==> config.mk <==
export PLATFORM = sky130hd
export DESIGN_NAME = md2_block_compression_flat
export DESIGN_NICKNAME = d
export VERILOG_FILES = /design/src/rtl/core/md2_pkg.sv /design/src/rtl/core/md2_in_if.sv /design/src/rtl/core/md2_out_if.sv /design/src/rtl/core/md2_chain.sv /design/src/rtl/core/md2_block_compression.sv /design/src/flat_wrapper.sv
export SDC_FILE = /design/constraint.sdc
export NUM_CORES = 2
export LEC_CHECK = 0
export ABC_AREA = 1
export ABC_CLOCK_PERIOD_IN_PS = 14800
export BUFFER_PORTS_ARGS = -buffer_cell sky130_fd_sc_hd__buf_2
export CAP_MARGIN = 10
export CORE_UTILIZATION = 35
export CTS_BUF_LIST = sky130_fd_sc_hd__clkbuf_8
export DETAILED_ROUTE_END_ITERATION = 8
export MAX_ROUTING_LAYER = met4
export PLACE_DENSITY = 0.58
export RECOVER_POWER = 100
export SLEW_MARGIN = 30
export SYNTH_ARGS = -nofsm -noshare
export SYNTH_HDL_FRONTEND = slang
export SYNTH_SLANG_ARGS = --single-unit
==> constraint.sdc <==
create_clock -name clk -period 14.8 [get_ports clk]
set_input_delay 0.74 -clock clk [delete_from_list [all_inputs] [get_ports clk]]
set_output_delay 0.74 -clock clk [all_outputs]
set_load 0.1 [all_outputs]
==> src/rtl/core/md2_pkg.sv <==
// md2_pkg: shared constants, types and the md2 s-box table for the md2 block core
// no dependencies; used by md2_chain and md2_block_compression

package md2_pkg;

  localparam int ROUNDS      = 18;
  localparam int BLOCK_BYTES = 16;
  localparam int LANES       = 8;                          // bytes chained per cycle
  localparam int ROWS        = (3 * BLOCK_BYTES) / LANES;  // half-rows in the work array
  localparam int ROUND_W     = $clog2(ROUNDS);
  localparam int ROW_W       = $clog2(ROWS);
  localparam int WORD_W      = 8 * LANES;

  localparam logic [ROUND_W-1:0] LAST_ROUND = ROUND_W'(ROUNDS - 1);
  localparam logic [ROW_W-1:0]   LAST_ROW   = ROW_W'(ROWS - 1);

  // half-row roles in the work array
  localparam logic [ROW_W-1:0] ROW_STATE_LO = ROW_W'(0);
  localparam logic [ROW_W-1:0] ROW_STATE_HI = ROW_W'(1);
  localparam logic [ROW_W-1:0] ROW_BLOCK_LO = ROW_W'(2);
  localparam logic [ROW_W-1:0] ROW_BLOCK_HI = ROW_W'(3);
  localparam logic [ROW_W-1:0] ROW_MIX_LO   = ROW_W'(4);
  localparam logic [ROW_W-1:0] ROW_MIX_HI   = ROW_W'(5);

  typedef logic [WORD_W-1:0] word_t;
  typedef logic [7:0]        byte_t;

  typedef enum logic [2:0] {
    ST_IDLE = 3'b001,
    ST_RUN  = 3'b010,
    ST_DONE = 3'b100
  } state_t;

  localparam byte_t SBOX [256] = '{
    8'd41, 8'd46, 8'd67, 8'd201, 8'd162, 8'd216, 8'd124, 8'd1, 8'd61, 8'd54, 8'd84, 8'd161,
    8'd236, 8'd240, 8'd6, 8'd19, 8'd98, 8'd167, 8'd5, 8'd243, 8'd192, 8'd199, 8'd115,
    8'd140, 8'd152, 8'd147, 8'd43, 8'd217, 8'd188, 8'd76, 8'd130, 8'd202, 8'd30, 8'd155,
    8'd87, 8'd60, 8'd253, 8'd212, 8'd224, 8'd22, 8'd103, 8'd66, 8'd111, 8'd24, 8'd138,
    8'd23, 8'd229, 8'd18, 8'd190, 8'd78, 8'd196, 8'd214, 8'd218, 8'd158, 8'd222, 8'd73,
    8'd160, 8'd251, 8'd245, 8'd142, 8'd187, 8'd47, 8'd238, 8'd122, 8'd169, 8'd104,
    8'd121, 8'd145, 8'd21, 8'd178, 8'd7, 8'd63, 8'd148, 8'd194, 8'd16, 8'd137, 8'd11,
    8'd34, 8'd95, 8'd33, 8'd128, 8'd127, 8'd93, 8'd154, 8'd90, 8'd144, 8'd50, 8'd39,
    8'd53, 8'd62, 8'd204, 8'd231, 8'd191, 8'd247, 8'd151, 8'd3, 8'd255, 8'd25, 8'd48,
    8'd179, 8'd72, 8'd165, 8'd181, 8'd209, 8'd215, 8'd94, 8'd146, 8'd42, 8'd172, 8'd86,
    8'd170, 8'd198, 8'd79, 8'd184, 8'd56, 8'd210, 8'd150, 8'd164, 8'd125, 8'd182,
    8'd118, 8'd252, 8'd107, 8'd226, 8'd156, 8'd116, 8'd4, 8'd241, 8'd69, 8'd157, 8'd112,
    8'd89, 8'd100, 8'd113, 8'd135, 8'd32, 8'd134, 8'd91, 8'd207, 8'd101, 8'd230, 8'd45,
    8'd168, 8'd2, 8'd27, 8'd96, 8'd37, 8'd173, 8'd174, 8'd176, 8'd185, 8'd246, 8'd28,
    8'd70, 8'd97, 8'd105, 8'd52, 8'd64, 8'd126, 8'd15, 8'd85, 8'd71, 8'd163, 8'd35,
    8'd221, 8'd81, 8'd175, 8'd58, 8'd195, 8'd92, 8'd249, 8'd206, 8'd186, 8'd197, 8'd234,
    8'd38, 8'd44, 8'd83, 8'd13, 8'd110, 8'd133, 8'd40, 8'd132, 8'd9, 8'd211, 8'd223,
    8'd205, 8'd244, 8'd65, 8'd129, 8'd77, 8'd82, 8'd106, 8'd220, 8'd55, 8'd200, 8'd108,
    8'd193, 8'd171, 8'd250, 8'd36, 8'd225, 8'd123, 8'd8, 8'd12, 8'd189, 8'd177, 8'd74,
    8'd120, 8'd136, 8'd149, 8'd139, 8'd227, 8'd99, 8'd232, 8'd109, 8'd233, 8'd203,
    8'd213, 8'd254, 8'd59, 8'd0, 8'd29, 8'd57, 8'd242, 8'd239, 8'd183, 8'd14, 8'd102,
    8'd88, 8'd208, 8'd228, 8'd166, 8'd119, 8'd114, 8'd248, 8'd235, 8'd117, 8'd75, 8'd10,
    8'd49, 8'd68, 8'd80, 8'd180, 8'd143, 8'd237, 8'd31, 8'd26, 8'd219, 8'd153, 8'd141,
    8'd51, 8'd159, 8'd17, 8'd131, 8'd20
  };

endpackage

==> src/rtl/core/md2_in_if.sv <==
// md2_in_if: input channel carrying one message block beat
// depends on nothing

interface md2_in_if;
  logic        valid;
  logic        ready;
  logic        start_req;
  logic [63:0] block_low;
  logic [63:0] block_high;
  logic        last_block;

  modport source (output valid, start_req, block_low, block_high, last_block, input ready);
  modport sink   (input valid, start_req, block_low, block_high, last_block, output ready);
endinterface

==> src/rtl/core/md2_out_if.sv <==
// md2_out_if: output channel carrying one updated hash state beat
// depends on nothing

interface md2_out_if;
  logic        valid;
  logic        ready;
  logic [63:0] state_low;
  logic [63:0] state_high;
  logic        final_out;

  modport source (output valid, state_low, state_high, final_out, input ready);
  modport sink   (input valid, state_low, state_high, final_out, output ready);
endinterface

==> src/rtl/core/md2_chain.sv <==
// md2_chain: shared s-box chaining unit, runs the md2 chain over one half-row
// depends on md2_pkg (sbox table, word width)

module md2_chain (
  input  md2_pkg::word_t row_in,
  input  md2_pkg::byte_t t_in,
  output md2_pkg::word_t row_out,
  output md2_pkg::byte_t t_out
);

  md2_pkg::byte_t link [md2_pkg::LANES+1];

  // each byte is xored with sbox[t], and that byte becomes the next t
  always_comb begin
    link[0] = t_in;
    for (int i = 0; i < md2_pkg::LANES; i++) begin
      link[i+1] = row_in[8*i +: 8] ^ md2_pkg::SBOX[link[i]];
      row_out[8*i +: 8] = link[i+1];
    end
    t_out = link[md2_pkg::LANES];
  end

endmodule

==> src/rtl/core/md2_block_compression.sv <==
// md2_block_compression: md2 compression function over a persistent 16-byte hash state
// depends on md2_pkg, md2_in_if, md2_out_if and md2_chain
//
// One 16-byte block is taken per input beat and one updated state is returned per block.
// The 48-byte work array is held as six 8-byte half-rows and a single s-box chaining unit
// processes one half-row per cycle, so a block runs 18 rounds over the six half-rows in the
// round loop and then passes through the done state, which moves the state to the output
// register; with the output free, a new block is taken once the core is back in idle, not
// while one is still in the loop. The chaining unit sets the rate.
// The input is ready only in idle. A finished state may sit in the output register while
// the next block is taken, but a block that finishes while that beat is still unread
// waits in the done state. start_req zeroes the state before its block is mixed in;
// last_block is returned unchanged as final_out.

module md2_block_compression (
  input logic      clk,
  input logic      rst,
  md2_in_if.sink   in,
  md2_out_if.source out
);

  md2_pkg::state_t                    state;
  md2_pkg::word_t                     rows [md2_pkg::ROWS];
  logic [md2_pkg::ROW_W-1:0]          row_idx;
  logic [md2_pkg::ROUND_W-1:0]        round_cnt;
  md2_pkg::byte_t                     t;
  logic                               last_q;
  md2_pkg::word_t                     chain_row;
  md2_pkg::byte_t                     chain_t;
  md2_pkg::word_t                     seed_lo;
  md2_pkg::word_t                     seed_hi;
  logic                               accept;

  assign in.ready = (state == md2_pkg::ST_IDLE);
  assign accept   = in.valid && in.ready;

  // state the block chains from: zero on a start beat
  assign seed_lo = in.start_req ? '0 : rows[md2_pkg::ROW_STATE_LO];
  assign seed_hi = in.start_req ? '0 : rows[md2_pkg::ROW_STATE_HI];

  md2_chain u_chain (
    .row_in  (rows[row_idx]),
    .t_in    (t),
    .row_out (chain_row),
    .t_out   (chain_t)
  );

  always_ff @(posedge clk) begin
    if (rst) begin
      state                      <= md2_pkg::ST_IDLE;
      rows[md2_pkg::ROW_STATE_LO] <= '0;
      rows[md2_pkg::ROW_STATE_HI] <= '0;
      row_idx                    <= '0;
      round_cnt                  <= '0;
      out.valid                  <= 1'b0;
    end else begin
      // the done state reloads the output register itself
      if (out.valid && out.ready && state != md2_pkg::ST_DONE) begin
        out.valid <= 1'b0;
      end
      unique case (state)
        md2_pkg::ST_IDLE: begin
          if (accept) begin
            rows[md2_pkg::ROW_STATE_LO] <= seed_lo;
            rows[md2_pkg::ROW_STATE_HI] <= seed_hi;
            rows[md2_pkg::ROW_BLOCK_LO] <= in.block_low;
            rows[md2_pkg::ROW_BLOCK_HI] <= in.block_high;
            rows[md2_pkg::ROW_MIX_LO]   <= in.block_low ^ seed_lo;
            rows[md2_pkg::ROW_MIX_HI]   <= in.block_high ^ seed_hi;
            last_q    <= in.last_block;
            t         <= '0;
            row_idx   <= '0;
            round_cnt <= '0;
            state     <= md2_pkg::ST_RUN;
          end
        end
        md2_pkg::ST_RUN: begin
          rows[row_idx] <= chain_row;
          if (row_idx == md2_pkg::LAST_ROW) begin
            row_idx <= '0;
            // end of round: t picks up the round index
            t <= chain_t + 8'(round_cnt);
            if (round_cnt == md2_pkg::LAST_ROUND) begin
              state <= md2_pkg::ST_DONE;
            end else begin
              round_cnt <= round_cnt + md2_pkg::ROUND_W'(1);
            end
          end else begin
            row_idx <= row_idx + md2_pkg::ROW_W'(1);
            t       <= chain_t;
          end
        end
        md2_pkg::ST_DONE: begin
          if (!out.valid || out.ready) begin
            out.state_low  <= rows[md2_pkg::ROW_STATE_LO];
            out.state_high <= rows[md2_pkg::ROW_STATE_HI];
            out.final_out  <= last_q;
            out.valid      <= 1'b1;
            state          <= md2_pkg::ST_IDLE;
          end
        end
        default: begin
          state <= md2_pkg::ST_IDLE;
        end
      endcase
    end
  end

  // a beat taken starts the round loop
  a_accept_runs: assert property (@(posedge clk) disable iff (rst)
    accept |=> state == md2_pkg::ST_RUN)
    else $error("accepted block did not enter round loop");

  // half-row index never runs past the work array
  a_row_range: assert property (@(posedge clk) disable iff (rst)
    row_idx <= md2_pkg::LAST_ROW)
    else $error("half-row index out of range");

  // the last half-row of the last round ends the loop
  a_loop_end: assert property (@(posedge clk) disable iff (rst)
    (state == md2_pkg::ST_RUN && row_idx == md2_pkg::LAST_ROW &&
     round_cnt == md2_pkg::LAST_ROUND) |=> state == md2_pkg::ST_DONE)
    else $error("round loop did not finish after last round");

  // a new result only comes out of the done state
  a_result_source: assert property (@(posedge clk) disable iff (rst)
    $rose(out.valid) |-> $past(state == md2_pkg::ST_DONE))
    else $error("result raised outside done state");

  // round counter stays put mid-round
  a_round_hold: assert property (@(posedge clk) disable iff (rst)
    (state == md2_pkg::ST_RUN && row_idx != md2_pkg::LAST_ROW) |=> $stable(round_cnt))
    else $error("round counter moved mid-round");

endmodule
==> src/flat_wrapper.sv <==
// flat-port wrapper written by rule: the top's interface ports become plain ports
module md2_block_compression_flat 
  (clk, rst, in_valid, in_start_req, in_block_low, in_block_high, in_last_block, in_ready, out_valid, out_state_low, out_state_high, out_final_out, out_ready);
  md2_in_if in_i ();
  md2_out_if out_i ();
  input logic clk;
  input logic rst;
  input wire logic [$bits(in_i.valid)-1:0] in_valid;
  input wire logic [$bits(in_i.start_req)-1:0] in_start_req;
  input wire logic [$bits(in_i.block_low)-1:0] in_block_low;
  input wire logic [$bits(in_i.block_high)-1:0] in_block_high;
  input wire logic [$bits(in_i.last_block)-1:0] in_last_block;
  output wire logic [$bits(in_i.ready)-1:0] in_ready;
  output wire logic [$bits(out_i.valid)-1:0] out_valid;
  output wire logic [$bits(out_i.state_low)-1:0] out_state_low;
  output wire logic [$bits(out_i.state_high)-1:0] out_state_high;
  output wire logic [$bits(out_i.final_out)-1:0] out_final_out;
  input wire logic [$bits(out_i.ready)-1:0] out_ready;
  assign in_i.valid = in_valid;
  assign in_i.start_req = in_start_req;
  assign in_i.block_low = in_block_low;
  assign in_i.block_high = in_block_high;
  assign in_i.last_block = in_last_block;
  assign in_ready = in_i.ready;
  assign out_valid = out_i.valid;
  assign out_state_low = out_i.state_low;
  assign out_state_high = out_i.state_high;
  assign out_final_out = out_i.final_out;
  assign out_i.ready = out_ready;
  md2_block_compression u_core (.clk(clk), .rst(rst), .in(in_i), .out(out_i));
endmodule
; Word-level counts from Yosys, hierarchy flattened
; Memory sizes are Yosys's and may differ from the RTL's. A register that Yosys moved wholly into a read port is not among the register bits.
; Cells that the tools add are included.
[word_totals]
input_bits = 134
out_inout_bits = 131
mem_count = 9
mem_bits_rw = 384
wordCells = 126
register_bits = 150
rom_bits = 16384
[mem_list]
columns = memory, depth, width, read_ports, rd_ports_with_merged_regs, write_ports, line
row1 = (name not given), 256, 8, 1, 0, 0, md2_chain.sv:17  ; link[i+1] = row_in[8*i +: 8] ^ md2_pkg::SBOX[link[i]];
row2 = (name not given), 256, 8, 1, 0, 0, md2_chain.sv:17
row3 = (name not given), 256, 8, 1, 0, 0, md2_chain.sv:17
row4 = (name not given), 256, 8, 1, 0, 0, md2_chain.sv:17
row5 = (name not given), 256, 8, 1, 0, 0, md2_chain.sv:17
row6 = (name not given), 256, 8, 1, 0, 0, md2_chain.sv:17
row7 = +3 memories, n/a, n/a, n/a, n/a, n/a, n/a
[classes]
n_mux = 52
bitwise = 21
n_eq_ne = 11
n_addsub = 3
order_cmp = 8
reduce_logical = 13
[op_table]
columns = cell, count
row1 = 64-bit two-way mux, 5
row2 = 8-bit two-way mux, 18
row3 = 64-bit bitwise XOR, 2
row4 = "9-bit greater-or-equal comparator, second input constant", 8
row5 = 8-bit inverter with 9-bit output, 8
row6 = 64-bit OR reduction, 1
row7 = 8-bit bitwise XOR, 8
row8 = 3-bit two-way mux, 9
row9 = 8-bit one-hot mux with 2 select lines, 1
row10 = 5-bit two-way mux, 3
row11 = 1-bit two-way mux, 13
row12 = 5-bit one-hot mux with 2 select lines, 1
row13 = 3-bit one-hot mux with 3 select lines, 1
row14 = 3-bit AND reduction, 3
row15 = 8-bit by 5-bit adder with 8-bit output, 1
row16 = 4-bit AND reduction, 2
row17 = "3-bit == test, second input constant", 2
row18 = "2-bit by 1-bit inequality test with 1-bit output, second input constant", 3
row19 = 3-bit one-hot mux with 2 select lines, 1
row20 = "5-bit by 1-bit adder with 5-bit output, second input constant", 1
row21 = "5-bit == test, second input constant", 1
row22 = "2-bit inequality test, second input constant", 2
row23 = "3-bit by 1-bit adder with 3-bit output, second input constant", 1
row24 = "3-bit by 1-bit == test with 1-bit output, second input constant", 1
row25 = other kinds (9), 12

; Logic depth before layout (Yosys ltp)
[depth]
depth_word = 43
ltp_mapped = 126
depth_no_buf = 124

; Modules after synthesis
; From an unflattened synthesis, not the netlist that was laid out.
[unflattened]
cells_unflattened = 8430
hier_area_um2 = 57184.8
[modules_own_cells]
columns = module, n_inst, cells_each, area_each_um2
row1 = md2_block_compression, 1, 3080, 31365.1
row2 = md2_chain, 1, 5350, 25819.8

; Worst setup path before layout
; No wires, ideal clock.
[synth_path]
kind = flip-flop to flip-flop
from = reg u_core.t[0]
to = reg u_core.t[7], data pin
period_less_slack_ns = 14.165
setup_ns = 0.253
stages_incl_launch_ff = 115
t_arrival_ns = 13.913
path_slack_ns = 0.635
path_cell_list = edfxtp_1 > inv_2 > ha_1 > nand2_2 > buf_2 > nand3_1 > nand3_1 > nand3_1 > nand3_1 > nand3_1 > nand3_1 > nand2_2 > ha_1 > clkbuf_1 > inv_1 > nand3_1 > nand2_1 > nand2_1 > [... 79 more ...] > nand3_1 > nand2_1 > nand2_1 > nand2_1 > inv_2 > ha_1 > a21oi_1 > inv_1 > a31oi_1 > nor2_1 > o21ai_0 > nand2_1 > nand2_1 > inv_1 > nand3_1 > nor2_1 > nor2_1 > nor2_1
[synth_between]
elab_chain_len = 43
[synth_rtl]
columns = item, line
row1 = start: declaration, md2_block_compression.sv:26  ; md2_pkg::byte_t t;
row2 = start signal: assignment, md2_block_compression.sv:82  ; t <= chain_t + 8'(round_cnt);
row3 = start signal: assignment, md2_block_compression.sv:90  ; t <= chain_t;
row4 = 8-bit inverter with 9-bit output (implied by the code) *, md2_chain.sv:17
row5 = memory read 256 x 8 bit *, n/a
row6 = 8-bit two-way mux (implied by the code) * (2 in series), md2_chain.sv:17
row7 = 8-bit bitwise XOR *, md2_chain.sv:17
row8 = 8-bit inverter with 9-bit output (implied by the code) *, md2_chain.sv:17
row9 = memory read 256 x 8 bit *, n/a
row10 = 8-bit two-way mux (implied by the code) * (2 in series), md2_chain.sv:17
row11 = 8-bit bitwise XOR *, md2_chain.sv:17
row12 = [... 24 more ...], n/a
row13 = 8-bit bitwise XOR *, md2_chain.sv:17
row14 = 8-bit inverter with 9-bit output (implied by the code) *, md2_chain.sv:17
row15 = memory read 256 x 8 bit *, n/a
row16 = 8-bit two-way mux (implied by the code) * (2 in series), md2_chain.sv:17
row17 = 8-bit bitwise XOR *, md2_chain.sv:17
row18 = 8-bit by 5-bit adder with 8-bit output, md2_block_compression.sv:82
row19 = 8-bit two-way mux *, md2_block_compression.sv:79  ; if (row_idx == md2_pkg::LAST_ROW) begin
row20 = 8-bit one-hot mux with 2 select lines *, md2_block_compression.sv:61  ; unique case (state)
; Every way passes the cells marked *; elsewhere a longest branch is shown, timed or not. The select of a mux whose other input is x is not followed.
; A chain may end at the register's enable or synchronous reset.

; Worst setup path in the final report
[layout_path]
from = reg u_core.t[0]
to = reg u_core.t[6], data pin
; Same word-level chain as after synthesis.

==> metrics.txt <==
status=complete, but fails checks; failing checks=max-capacitance violations, max-slew violations; H-tree depth=3; GRT Util Overall=39.6%; Sinks on Clock Net=665; Cell variety after synth=62; TritonCTS clock tree=yes; clock transition at the registers of the reported paths=0.06 ns; HPWL Detailed=245 mm; pin count of the biggest net entering global routing=122; min-delay worst type=in -> reg; CP Max Fanout=14; Ports=265; Chip Width=402 um; Worst EP arrival=14.91 ns; unrepaired setup endpoints after global routing=true; routed vias/inst=5.84; Layout Skew=0.0628 ns; DRC errors left=0; clk root buf=clkbuf_8; Slew headroom=-150%; commonest non-fill, non-tap cell in the layout=nand2_1; period utilization=96.4%; CTS Buf Count=114; WL/cell=26.8 um; Seq/Total Area, Yosys=35.4%; Final setup viols=0; CP Class=reg -> reg; initial antenna violation count=18; Final #Nets=10151; max-cap violations=7; CP max stage delay=0.42 ns; routed via count=70681; post-route ant nets=0; yosys synthesis warning count=0; # rows=146; Post-synth EDFFs=650; Synth Flop Type=edfxtp_1; final instance area=0.0774 sq mm; FF+latch count, synth=665; Area Overhead vs Synth=38.3%; syn nets=8358; WP data required=15.45 ns; Avg Cell Area, Syn=6.89 sq um; Syn Inst Count=8126; worst-skew pair later-pin latency=0.94 ns; gpl congestion=1.11; CORE AREA=0.159 sq mm; CP dominant cell by count=nand2_1; synthesized cell area=0.0560 sq mm; Post-Layout Cell Count=12108; Die Area=0.162 sq mm; slowest CP cell=edfxtp_1; startpoint types=register; TNS Setup=0 ns; placed cell area=0.0724 sq mm; placed insts=11829; Initial Utilization=35.3%; initial DRC count=9322; final hold vios=0; first-pass GRT wire length=461 mm; share of post-route cells with drive strength above 1=29.2%; iteration count of the initial detailed-routing pass=6; vias in the first global route=66501; crit end category=register; port bufs=264; ys async rst share=0%; Routed WL=324 mm; most frequent cells in the layout=nand2_1, buf_4, nand3_1; Clock Tree Buf Depth=3; Final Max Slew Viols=240; fin crit period=14.26 ns; GR Overflow Total=0; highest achievable clock rate=70.1 MHz; Least-Margin Pin Slew=3.75 ns; Die Span Y=402 um
## state kept, by name, indices dropped and copies added (netlist names), named ones only
signal	count
u_core.last_q	1
u_core.t	8
u_core.state	3
u_core.out.state_high	64
u_core.round_cnt	5
u_core.out.valid	1
u_core.rows	512
u_core.out.final_out	1
u_core.out.state_low	64
u_core.row_idx	3
## critical path, delay by kind of cell (launching register included)
family                   cells  cell delay [ns]
AO/OA/AOI/OAI                4             0.55
flip-flops                   1             0.42
AND/OR/NAND/NOR             77             8.57
adder cells (fa/ha/maj)      5             1.00
buffers and inverters       22             3.36
## cell usage after synthesis (12+ instances only)
| cell | instances | share of area, % |
|---|---|---|
| a21oi_1 | 237 | 2.1 |
| nand2_2 | 124 | 1.4 |
| a31oi_1 | 24 | 0.27 |
| nor3_1 | 12 | 0.11 |
| o21ai_0 | 533 | 4.8 |
| nor2_2 | 18 | 0.20 |
| xnor2_1 | 61 | 0.95 |
| dfxtp_1 | 15 | 0.54 |
| o22ai_1 | 194 | 2.2 |
| edfxtp_1 | 650 | 35 |
| nand2_1 | 2382 | 16 |
| o21ai_1 | 102 | 0.91 |
| nand3_1 | 1760 | 16 |
| xor2_1 | 71 | 1.1 |
| o211ai_1 | 61 | 0.82 |
| buf_6 | 56 | 1.1 |
| nand3_2 | 31 | 0.55 |
| clkbuf_1 | 180 | 1.2 |
| nor2_1 | 539 | 3.6 |
| nand4_1 | 46 | 0.51 |
| inv_1 | 396 | 2.7 |
| inv_2 | 66 | 0.44 |
| buf_4 | 92 | 1.2 |
| a32o_1 | 15 | 0.27 |
| buf_1 | 24 | 0.16 |
| o221ai_1 | 30 | 0.47 |
| nand2_4 | 23 | 0.46 |
| buf_2 | 172 | 1.5 |
| ha_1 | 97 | 2.2 |
## metrics by stage
step / setup slack (ns) / utilization (%) / hold slack, ns
6_report: 0.540 / 48.8 / 0.114
5_1_grt: -0.230 / 48.8 / 0.112
4_1_cts: 0.00432 / 47.4 / 0.0347
3_5_place_dp: -1.24 / 45.6 / 0.423
3_3_place_gp: -1.34 / 45.6 / 0.404
2_1_floorplan: 0.635 / - / 0.400
## layout make-up
cell class	count	area (sq um)
Timing Repair Buffer	2201	17100
Inverter	474	1850
Antenna cell	23	57.6
Clock inverter	95	529
Sequential cell	665	19800
Clock buffer	115	1580
Multi-Input combinational cell	6463	33900
Tap cell	2072	2590
Fill cell	16178	81100
## per-layer routing
layer / GRT usage [%] / part of all wire [%]
met5: - / 0
met4: 20.0 / 6.0
met3: 7.28 / 9.9
met2: 58.4 / 43
met1: 51.8 / 41
## cell families after synthesis
group / synth area share (%)
XOR/XNOR: 2.18
buffers and inverters: 8.46
adder cells (fa/ha/maj): 2.20
flip-flops: 35.4
AND/OR/NAND/NOR: 39.0
AO/OA/AOI/OAI: 12.8
## repair_timing
action,in CTS,in global routing
resized for setup,158,479
hold endpoints to repair,1,0
pin swaps,4,74
gates cloned,0,4
buffers inserted,3,37
setup endpoints to repair,66,72
hold buffers,1,0
## final timing paths
check / start / end / slack, ns / depth (start not counted)
setup reg to reg: u_core.t[0] / u_core.t[6] / 0.54 / 108
hold / removal: in_block_low[57] / u_core.rows[2][57] / 0.11 / 3
setup / recovery: u_core.t[0] / u_core.t[6] / 0.54 / 108
hold reg to reg: u_core.last_q / u_core.out.final_out / 0.44 / 0
Power is not shown: default switching activity piles up to over one toggle a cycle in this logic, so the estimate is an artifact.
